$ cat src/rtl/core/fiwm_pkg.sv
`default_nettype none
// ----------------------------------------------------------------------------
// fiwm_pkg
// Shared types and constants for the frame interval window monitor.
// ----------------------------------------------------------------------------
package fiwm_pkg;

  localparam int TIME_W    = 64;
  localparam int COUNT_W   = 32;
  localparam int SECONDS_W = 16;
  localparam int RATE_W    = 32;

  // Window threshold in ns: 65535 * 10^9 fits in 46 bits.
  localparam int THRESH_W  = 46;
  localparam logic [29:0] NS_PER_SECOND = 30'd1000000000;

  // 10^12 split into two 32-bit halves for the shared multiplier.
  localparam logic [31:0] PICO_LO = 32'd3567587328;
  localparam logic [31:0] PICO_HI = 32'd232;

  // Dividend count * 10^12 needs at most 32 + 40 bits.
  localparam int NUM_W     = 72;
  localparam int STEP_W    = $clog2(NUM_W);
  localparam logic [STEP_W-1:0] LAST_STEP = STEP_W'(NUM_W - 1);

  localparam logic [COUNT_W-1:0] COUNT_MAX = '1;

  typedef enum logic [2:0] {
    S_IDLE,
    S_EXEC,
    S_START,
    S_RATE,
    S_EMIT
  } ctl_state_t;

  typedef enum logic [2:0] {
    R_IDLE,
    R_MUL_LO,
    R_MUL_HI,
    R_ADD,
    R_DIV,
    R_DONE
  } rate_state_t;

  typedef struct packed {
    logic               start;
    logic [COUNT_W-1:0] count;
    logic [TIME_W-1:0]  elapsed;
  } rate_cmd_t;

  typedef struct packed {
    logic              done;
    logic [RATE_W-1:0] rate;
  } rate_rsp_t;

endpackage
`default_nettype wire

$ cat src/rtl/core/fiwm_rate_unit.sv
`default_nettype none
// ----------------------------------------------------------------------------
// fiwm_rate_unit
// Iterative rate unit: count * 10^12 through one shared 32x32 multiplier,
// then a one-bit-per-cycle restoring divide by the elapsed time, saturated.
// ----------------------------------------------------------------------------
module fiwm_rate_unit
  import fiwm_pkg::*;
(
  input  wire logic      clk,
  input  wire logic      rst,
  input  wire rate_cmd_t cmd,
  output rate_rsp_t      rsp
);

  rate_state_t state, state_next;

  logic [COUNT_W-1:0] count_q;
  logic [TIME_W-1:0]  divisor;
  logic [TIME_W-1:0]  prod;
  logic [NUM_W-1:0]   num;
  logic [TIME_W-1:0]  rem;
  logic [STEP_W-1:0]  step;

  logic [31:0]        mul_k;
  logic [TIME_W-1:0]  mul_p;
  logic [TIME_W:0]    rem_sh;
  logic [TIME_W:0]    rem_sub;
  logic               ge;

  // Shared multiplier: constant half picked by the sequencer.
  assign mul_k = (state == R_MUL_HI) ? PICO_HI : PICO_LO;
  assign mul_p = TIME_W'(count_q) * TIME_W'(mul_k);

  // One restoring divide step.
  assign rem_sh  = {rem, num[NUM_W-1]};
  assign rem_sub = rem_sh - {1'b0, divisor};
  assign ge      = (rem_sh >= {1'b0, divisor});

  always_comb begin
    state_next = state;
    unique case (state)
      R_IDLE:   if (cmd.start) state_next = R_MUL_LO;
      R_MUL_LO: state_next = R_MUL_HI;
      R_MUL_HI: state_next = R_ADD;
      R_ADD:    state_next = R_DIV;
      R_DIV:    if (step == LAST_STEP) state_next = R_DONE;
      R_DONE:   state_next = R_IDLE;
      default:  state_next = R_IDLE;
    endcase
  end

  // Quotient bits above 32 mean saturation.
  always_comb begin
    rsp.done = (state == R_DONE);
    rsp.rate = (|num[NUM_W-1:RATE_W]) ? COUNT_MAX : num[RATE_W-1:0];
  end

  always_ff @(posedge clk) begin
    if (rst) begin
      state <= R_IDLE;
    end else begin
      state <= state_next;
    end
  end

  always_ff @(posedge clk) begin
    case (state)
      R_IDLE: begin
        if (cmd.start) begin
          count_q <= cmd.count;
          divisor <= cmd.elapsed;
        end
      end
      R_MUL_LO: prod <= mul_p;
      R_MUL_HI: begin
        num  <= {{(NUM_W-TIME_W){1'b0}}, prod};
        prod <= mul_p;
      end
      R_ADD: begin
        num  <= num + {prod[NUM_W-COUNT_W-1:0], {COUNT_W{1'b0}}};
        rem  <= '0;
        step <= '0;
      end
      R_DIV: begin
        rem  <= ge ? rem_sub[TIME_W-1:0] : rem_sh[TIME_W-1:0];
        num  <= {num[NUM_W-2:0], ge};
        step <= step + 1'b1;
      end
      default: ;
    endcase
  end

endmodule
`default_nettype wire

$ cat src/rtl/core/frame_interval_window_monitor.sv
`default_nettype none
// ----------------------------------------------------------------------------
// frame_interval_window_monitor
// Measures frame intervals over an armed window and reports count, shortest
// and longest interval, and frames per second in thousandths.
// ----------------------------------------------------------------------------
//
//  channel  signals                                        transfer when
//  -------  ---------------------------------------------  --------------------
//  in       in_valid, in_stall, action, timestamp_ns,      in_valid & !in_stall
//           window_seconds
//  out      out_valid, out_stall, frames_per_second_milli, out_valid & !out_stall
//           shortest_interval_ns, longest_interval_ns,
//           frames_in_window
//
// Steps: an arm item or a frame that does not end a window is captured, then
// evaluated. A frame that ends the window also runs the shared rate unit: a low
// multiply, a high multiply, an add, and then 72 restoring divide steps.
// Reset (rst, synchronous) closes the window, drops any request and empties
// the output register. in_stall stays high during reset and while an item is
// in work; a result waiting in the output register does not block arm items
// or frames that produce no result.
// ----------------------------------------------------------------------------
module frame_interval_window_monitor
  import fiwm_pkg::*;
(
  input  wire logic                 clk,
  input  wire logic                 rst,
  input  wire logic                 in_valid,
  output logic                      in_stall,
  input  wire logic                 action,
  input  wire logic [TIME_W-1:0]    timestamp_ns,
  input  wire logic [SECONDS_W-1:0] window_seconds,
  output logic                      out_valid,
  input  wire logic                 out_stall,
  output logic [RATE_W-1:0]         frames_per_second_milli,
  output logic [TIME_W-1:0]         shortest_interval_ns,
  output logic [TIME_W-1:0]         longest_interval_ns,
  output logic [COUNT_W-1:0]        frames_in_window
);

  ctl_state_t state, state_next;

  // Captured input item.
  logic                 act_q;
  logic [TIME_W-1:0]    ts_q;
  logic [SECONDS_W-1:0] win_q;

  // Window state. The request is kept already scaled to ns; zero means none.
  logic                 seen_previous;
  logic [TIME_W-1:0]    previous_time;
  logic [TIME_W-1:0]    window_start;
  logic [THRESH_W-1:0]  pending_ns;
  logic [COUNT_W-1:0]   interval_count;
  logic [TIME_W-1:0]    interval_min;
  logic [TIME_W-1:0]    interval_max;
  logic [TIME_W-1:0]    elapsed_q;
  logic [RATE_W-1:0]    rate_q;

  logic [TIME_W-1:0]    interval;
  logic [TIME_W-1:0]    elapsed;
  logic                 window_open;
  logic                 window_ends;

  logic                 in_xfer;
  logic                 out_free;
  logic                 load_out;

  rate_cmd_t            rate_cmd;
  rate_rsp_t            rate_rsp;

  assign in_xfer     = in_valid && !in_stall;
  assign out_free    = !out_valid || !out_stall;

  // Intervals and elapsed time wrap modulo 2^64 when time runs backwards.
  assign interval    = ts_q - previous_time;
  assign elapsed     = ts_q - window_start;
  assign window_open = (window_start != '0);
  assign window_ends = (elapsed >= {{(TIME_W-THRESH_W){1'b0}}, pending_ns});

  // ---- next state --------------------------------------------------------
  always_comb begin
    state_next = state;
    unique case (state)
      S_IDLE: if (in_xfer) state_next = S_EXEC;
      S_EXEC: begin
        state_next = S_IDLE;
        if (!act_q && window_open && seen_previous && window_ends) begin
          state_next = S_START;
        end
      end
      S_START: state_next = S_RATE;
      S_RATE:  if (rate_rsp.done) state_next = S_EMIT;
      S_EMIT:  if (out_free) state_next = S_IDLE;
      default: state_next = S_IDLE;
    endcase
  end

  // ---- control outputs ---------------------------------------------------
  always_comb begin
    in_stall          = (state != S_IDLE) || rst;
    load_out          = (state == S_EMIT) && out_free;
    rate_cmd.start    = (state == S_START);
    rate_cmd.count    = interval_count;
    rate_cmd.elapsed  = elapsed_q;
  end

  always_ff @(posedge clk) begin
    if (rst) begin
      state <= S_IDLE;
    end else begin
      state <= state_next;
    end
  end

  // Capture the item on transfer.
  always_ff @(posedge clk) begin
    if (in_xfer) begin
      act_q <= action;
      ts_q  <= timestamp_ns;
      win_q <= window_seconds;
    end
  end

  // ---- window tracking ---------------------------------------------------
  always_ff @(posedge clk) begin
    if (rst) begin
      seen_previous  <= 1'b0;
      previous_time  <= '0;
      window_start   <= '0;
      pending_ns     <= '0;
      interval_count <= '0;
      interval_min   <= '1;
      interval_max   <= '0;
    end else if (state == S_EXEC) begin
      if (act_q) begin
        // Arm: store the request, scaled to ns.
        pending_ns <= THRESH_W'(win_q) * THRESH_W'(NS_PER_SECOND);
      end else begin
        previous_time <= ts_q;
        seen_previous <= 1'b1;
        if (!window_open) begin
          // Open on a pending request; a frame at time zero leaves it closed.
          if (pending_ns != '0) begin
            window_start   <= ts_q;
            interval_count <= '0;
            interval_min   <= '1;
            interval_max   <= '0;
          end
        end else if (seen_previous) begin
          if (interval < interval_min) interval_min <= interval;
          if (interval > interval_max) interval_max <= interval;
          if (interval_count != COUNT_MAX) interval_count <= interval_count + 1'b1;
          if (window_ends) begin
            // Close the window and drop the request; the result follows.
            window_start <= '0;
            pending_ns   <= '0;
          end
        end
      end
    end
  end

  // Hold the elapsed time and rate for the result.
  always_ff @(posedge clk) begin
    if (state == S_EXEC) elapsed_q <= elapsed;
    if (rate_rsp.done)   rate_q    <= rate_rsp.rate;
  end

  // ---- output register ---------------------------------------------------
  always_ff @(posedge clk) begin
    if (rst) begin
      out_valid <= 1'b0;
    end else if (load_out) begin
      out_valid <= 1'b1;
    end else if (!out_stall) begin
      out_valid <= 1'b0;
    end
  end

  always_ff @(posedge clk) begin
    if (load_out) begin
      frames_per_second_milli <= rate_q;
      shortest_interval_ns    <= interval_min;
      longest_interval_ns     <= interval_max;
      frames_in_window        <= interval_count;
    end
  end

  fiwm_rate_unit u_rate (
    .clk (clk),
    .rst (rst),
    .cmd (rate_cmd),
    .rsp (rate_rsp)
  );

endmodule
`default_nettype wire

$ cat config.mk
export PLATFORM = sky130hd
export DESIGN_NAME = frame_interval_window_monitor
export DESIGN_NICKNAME = d
export VERILOG_FILES = /design/src/rtl/core/fiwm_pkg.sv /design/src/rtl/core/fiwm_rate_unit.sv /design/src/rtl/core/frame_interval_window_monitor.sv
export SDC_FILE = /design/constraint.sdc
export NUM_CORES = 2
export LEC_CHECK = 0
export BUFFER_PORTS_ARGS = -buffer_cell sky130_fd_sc_hd__buf_2
export CORE_MARGIN = 2
export CORE_UTILIZATION = 64
export DETAILED_ROUTE_END_ITERATION = 6
export PLACE_DENSITY = 0.82
export RECOVER_POWER = 25
export SLEW_MARGIN = 40
export SYNTH_ARGS = -nofsm -noshare
export SYNTH_HDL_FRONTEND = slang
export SYNTH_SLANG_ARGS = --single-unit
export TNS_END_PERCENT = 100
$ cat constraint.sdc
create_clock -name clk -period 16.65 [get_ports clk]
set_input_delay 3.33 -clock clk [delete_from_list [all_inputs] [get_ports clk]]
set_output_delay 3.33 -clock clk [all_outputs]
set_load 0.05 [all_outputs]
==> flow_summary.json <==
{
  "run_status": "finished, violations left",
  "failed_checks": "capacitance limit, slew limit",
  "floorplan.initialDensity_pct": 64.6,
  "io_pins": 279,
  "critPathLaunch": "u_rate.state[1]",
  "maxClockFrequency_mhz": 97.6,
  "ant_nets": 0,
  "cts_resized": 0,
  "critical_path_fanouts_max": 48,
  "async_reset_ff_share_pct": 0,
  "globalRouteTotalUtil_pct": 32.6,
  "area.sequential_sq_um": 26800,
  "finalWirelength_um": 193000,
  "first_global_vias": 54931,
  "finalCriticalPeriod_ns": 10.25,
  "die_area_sq_um": 118000,
  "hold_violations": 0,
  "tritoncts.num_buffers": 104,
  "critical_path_s_largest_stage_delay_ns": 1.71,
  "yosysSeqAreaShare_pct": 36.2,
  "crit_slowest_cell": "clkbuf_1",
  "setup_viol": 0,
  "floorplan.die.height_um": 344,
  "synth_cell_count_leaders": "inv_1, ha_1, edfxtp_1",
  "syn_area_per_cell_sq_um": 10.2,
  "grt_overflow_total": 0,
  "fill_cells": 8295,
  "max_slew.worst_pin.slew_ns": 3.44,
  "drt-wirelength-per-cell_um": 21.3,
  "place_hpwl_um": 150000,
  "end_kind": "flip-flop",
  "buffers_on_ports": 278,
  "timing.critical_path.from_type": "flip-flop",
  "ys.flop_type": "edfxtp_1",
  "synth_largest_type_area_fraction_pct": 27.2,
  "worst_setup_hold_path_clk_slew_ns": 0.06,
  "postCtsSetupBuffers": 0,
  "path_common_cell": "fa_1",
  "cp_data_required_time_ns": 17.12,
  "drt_first_pass_iters": 7,
  "unrepaired_setup_endpoints_after_global_routing": "no",
  "initialDrtViolationCount": 4549,
  "timing.slew.headroom_pct": -130,
  "synth_seq_cells": 1002,
  "wire_length_of_the_first_global_routing_pass_um": 301000,
  "mappedNetlistNets": 8718,
  "syn2layout_area_growth_pct": 8.83,
  "hold_path.startpoint": "elapsed_q[22]",
  "h-tree-depth": 3,
  "max_cap_violations": 6,
  "timing_max_transition_violations_final": 277,
  "min_period_over_period_pct": 61.5,
  "antenna_found_initial": 7,
  "synthTopCellsByArea": "edfxtp_1, ha_1, fa_1",
  "finalWeightedCongestion": 0.995,
  "hold_path_class": "flip-flop to flip-flop",
  "clock_tree_from_tritoncts": "built",
  "synthesis.area_sq_um": 73900,
  "finalSetupTns_ns": 0,
  "route.detailed.vias_per_inst": 6.04,
  "std_cell_rows": 124,
  "post_synth_inst_count": 7240,
  "chipWidth_um": 344,
  "synth-warning-count": 0,
  "post_route_cells_drive_above_1_share_pct": 7.78,
  "yosys.cell_types.count": 82,
  "route.vias.total": 54702,
  "most_frequently_used_cell_type_in_the_post_synthesis_netlist": "inv_1",
  "grt_max_degree": 95,
  "finish.net_count": 8936,
  "coreArea_sq_um": 114000,
  "multiInputGateArea_sq_um": 42000,
  "skew_ns": 0.0355,
  "cts_root_buffer": "clkbuf_16",
  "worst_ep_arrival_time_ns": 10.72,
  "clk_latency_ns": 0.73,
  "timing.setup.critical_path_class": "flip-flop to flip-flop",
  "synthDominantAreaCellType": "edfxtp_1",
  "ctsHoldBuffers": 0,
  "number_of_flops_mapped_to_enable_cells_by_yosys": 669,
  "worstReg2RegStart": "u_rate.state[1]",
  "clockBufferDepth": 3,
  "post-route-drc-count": 0,
  "clock_sink_count": 1002
}
## cell type report
cell class	count	area share (%)
Antenna cell	4	0.0125
Clock buffer	127	3.54
Clock inverter	67	0.900
Inverter	1178	5.50
Multi-Input combinational cell	4847	52.2
Sequential cell	1002	33.3
Tap cell	1512	2.35
Timing Repair Buffer	325	2.18
## cells by family (layout without fill, tap and decap cells)
group / Yosys count / in the layout / share of synthesized area, %
fa+ha+maj: 1393 / 1393 / 28.0
mux: 71 / 71 / 1.01
buf+inv: 1391 / 1697 / 7.13
compound gates: 1537 / 1537 / 13.6
xor+xnor: 332 / 332 / 3.94
other cells: 0 / 4 / 0
flops: 1002 / 1002 / 36.2
simple gates: 1514 / 1514 / 10.0
## critical path, delay by kind of cell (launching register included)
kind / cells / cell delay (ns)
adder cells (fa/ha/maj): 9 / 3.88
XOR/XNOR: 1 / 0.08
AO/OA/AOI/OAI: 9 / 2.11
AND/OR/NAND/NOR: 5 / 1.48
flip-flops: 1 / 0.55
buffers and inverters: 4 / 1.85
## layer usage
metal	vias to the layer above	part of all wire (%)	track usage, %
li1	25512	-	-
met1	26526	39	41.2
met2	2122	48	54.9
met3	538	7.3	4.95
met4	4	5.3	15.7
met5	-	0.012	0
## registers in the layout, summed over array words and instances (netlist names), 37 cells and up
| signal | count |
|---|---|
| u_rate.num | 72 |
| elapsed_q | 64 |
| interval_max | 64 |
| interval_min | 64 |
| longest_interval_ns | 64 |
| previous_time | 64 |
| shortest_interval_ns | 64 |
| ts_q | 64 |
| u_rate.divisor | 64 |
| u_rate.rem | 64 |
| window_start | 64 |
| u_rate.prod | 61 |
| pending_ns | 37 |
## layout by cell type, fill, tap and decap left out, types with 17 or more instances in the layout
master | Yosys | layout
a211oi_1 | 63 | 62
a21o_1 | 231 | 231
a21oi_1 | 455 | 453
a22o_1 | 133 | 133
a22oi_1 | 34 | 34
a31oi_1 | 27 | 27
and2_1 | 54 | 54
and3_1 | 54 | 54
buf_2 | 2 | 277
buf_4 | 0 | 33
clkbuf_1 | 187 | 18
clkbuf_16 | 0 | 107
clkinv_2 | 0 | 17
dfxtp_1 | 333 | 333
edfxtp_1 | 669 | 669
fa_1 | 433 | 433
ha_1 | 960 | 960
inv_1 | 1178 | 1177
mux2_2 | 31 | 31
mux2i_1 | 40 | 40
nand2_1 | 434 | 433
nand2b_1 | 133 | 132
nand3_1 | 123 | 123
nand3b_1 | 18 | 18
nand4_1 | 97 | 97
nor2_1 | 346 | 341
nor2b_1 | 41 | 40
nor3_1 | 65 | 64
nor4_1 | 61 | 57
o211ai_1 | 35 | 35
o21a_1 | 44 | 44
o21ai_0 | 270 | 270
o21bai_1 | 62 | 62
o22a_1 | 20 | 20
o22ai_1 | 17 | 17
o31ai_1 | 18 | 17
or3_1 | 31 | 30
xnor2_1 | 210 | 209
xor2_1 | 122 | 122
## worst paths after layout
check / end / slack, ns / cells after the start
setup / recovery: u_rate.prod[56] / 6.40 / 28
hold / removal: u_rate.divisor[22] / 0.41 / 0
setup reg to reg: u_rate.prod[56] / 6.40 / 28
hold reg to reg: u_rate.divisor[22] / 0.41 / 0
## through the flow
| step | utilization [%] | hold WS [ns] | cell area [sq um] | setup WS [ns] | cells |
|---|---|---|---|---|---|
| after floorplan | - | 0.400 | 73900 | 3.28 | 7240 |
| after global placement | 67.1 | 0.401 | 76700 | 8.22 | 8860 |
| after detailed placement | 67.2 | 0.405 | 76800 | 8.14 | 8862 |
| after CTS | 70.3 | 0.412 | 80400 | 8.12 | 9056 |
| after global routing | 70.3 | 0.422 | 80400 | 5.84 | 9058 |
| final | 70.3 | 0.407 | 80400 | 6.40 | 9062 |
Power is not shown: default switching activity piles up to over one toggle a cycle in this logic, so the estimate is an artifact.
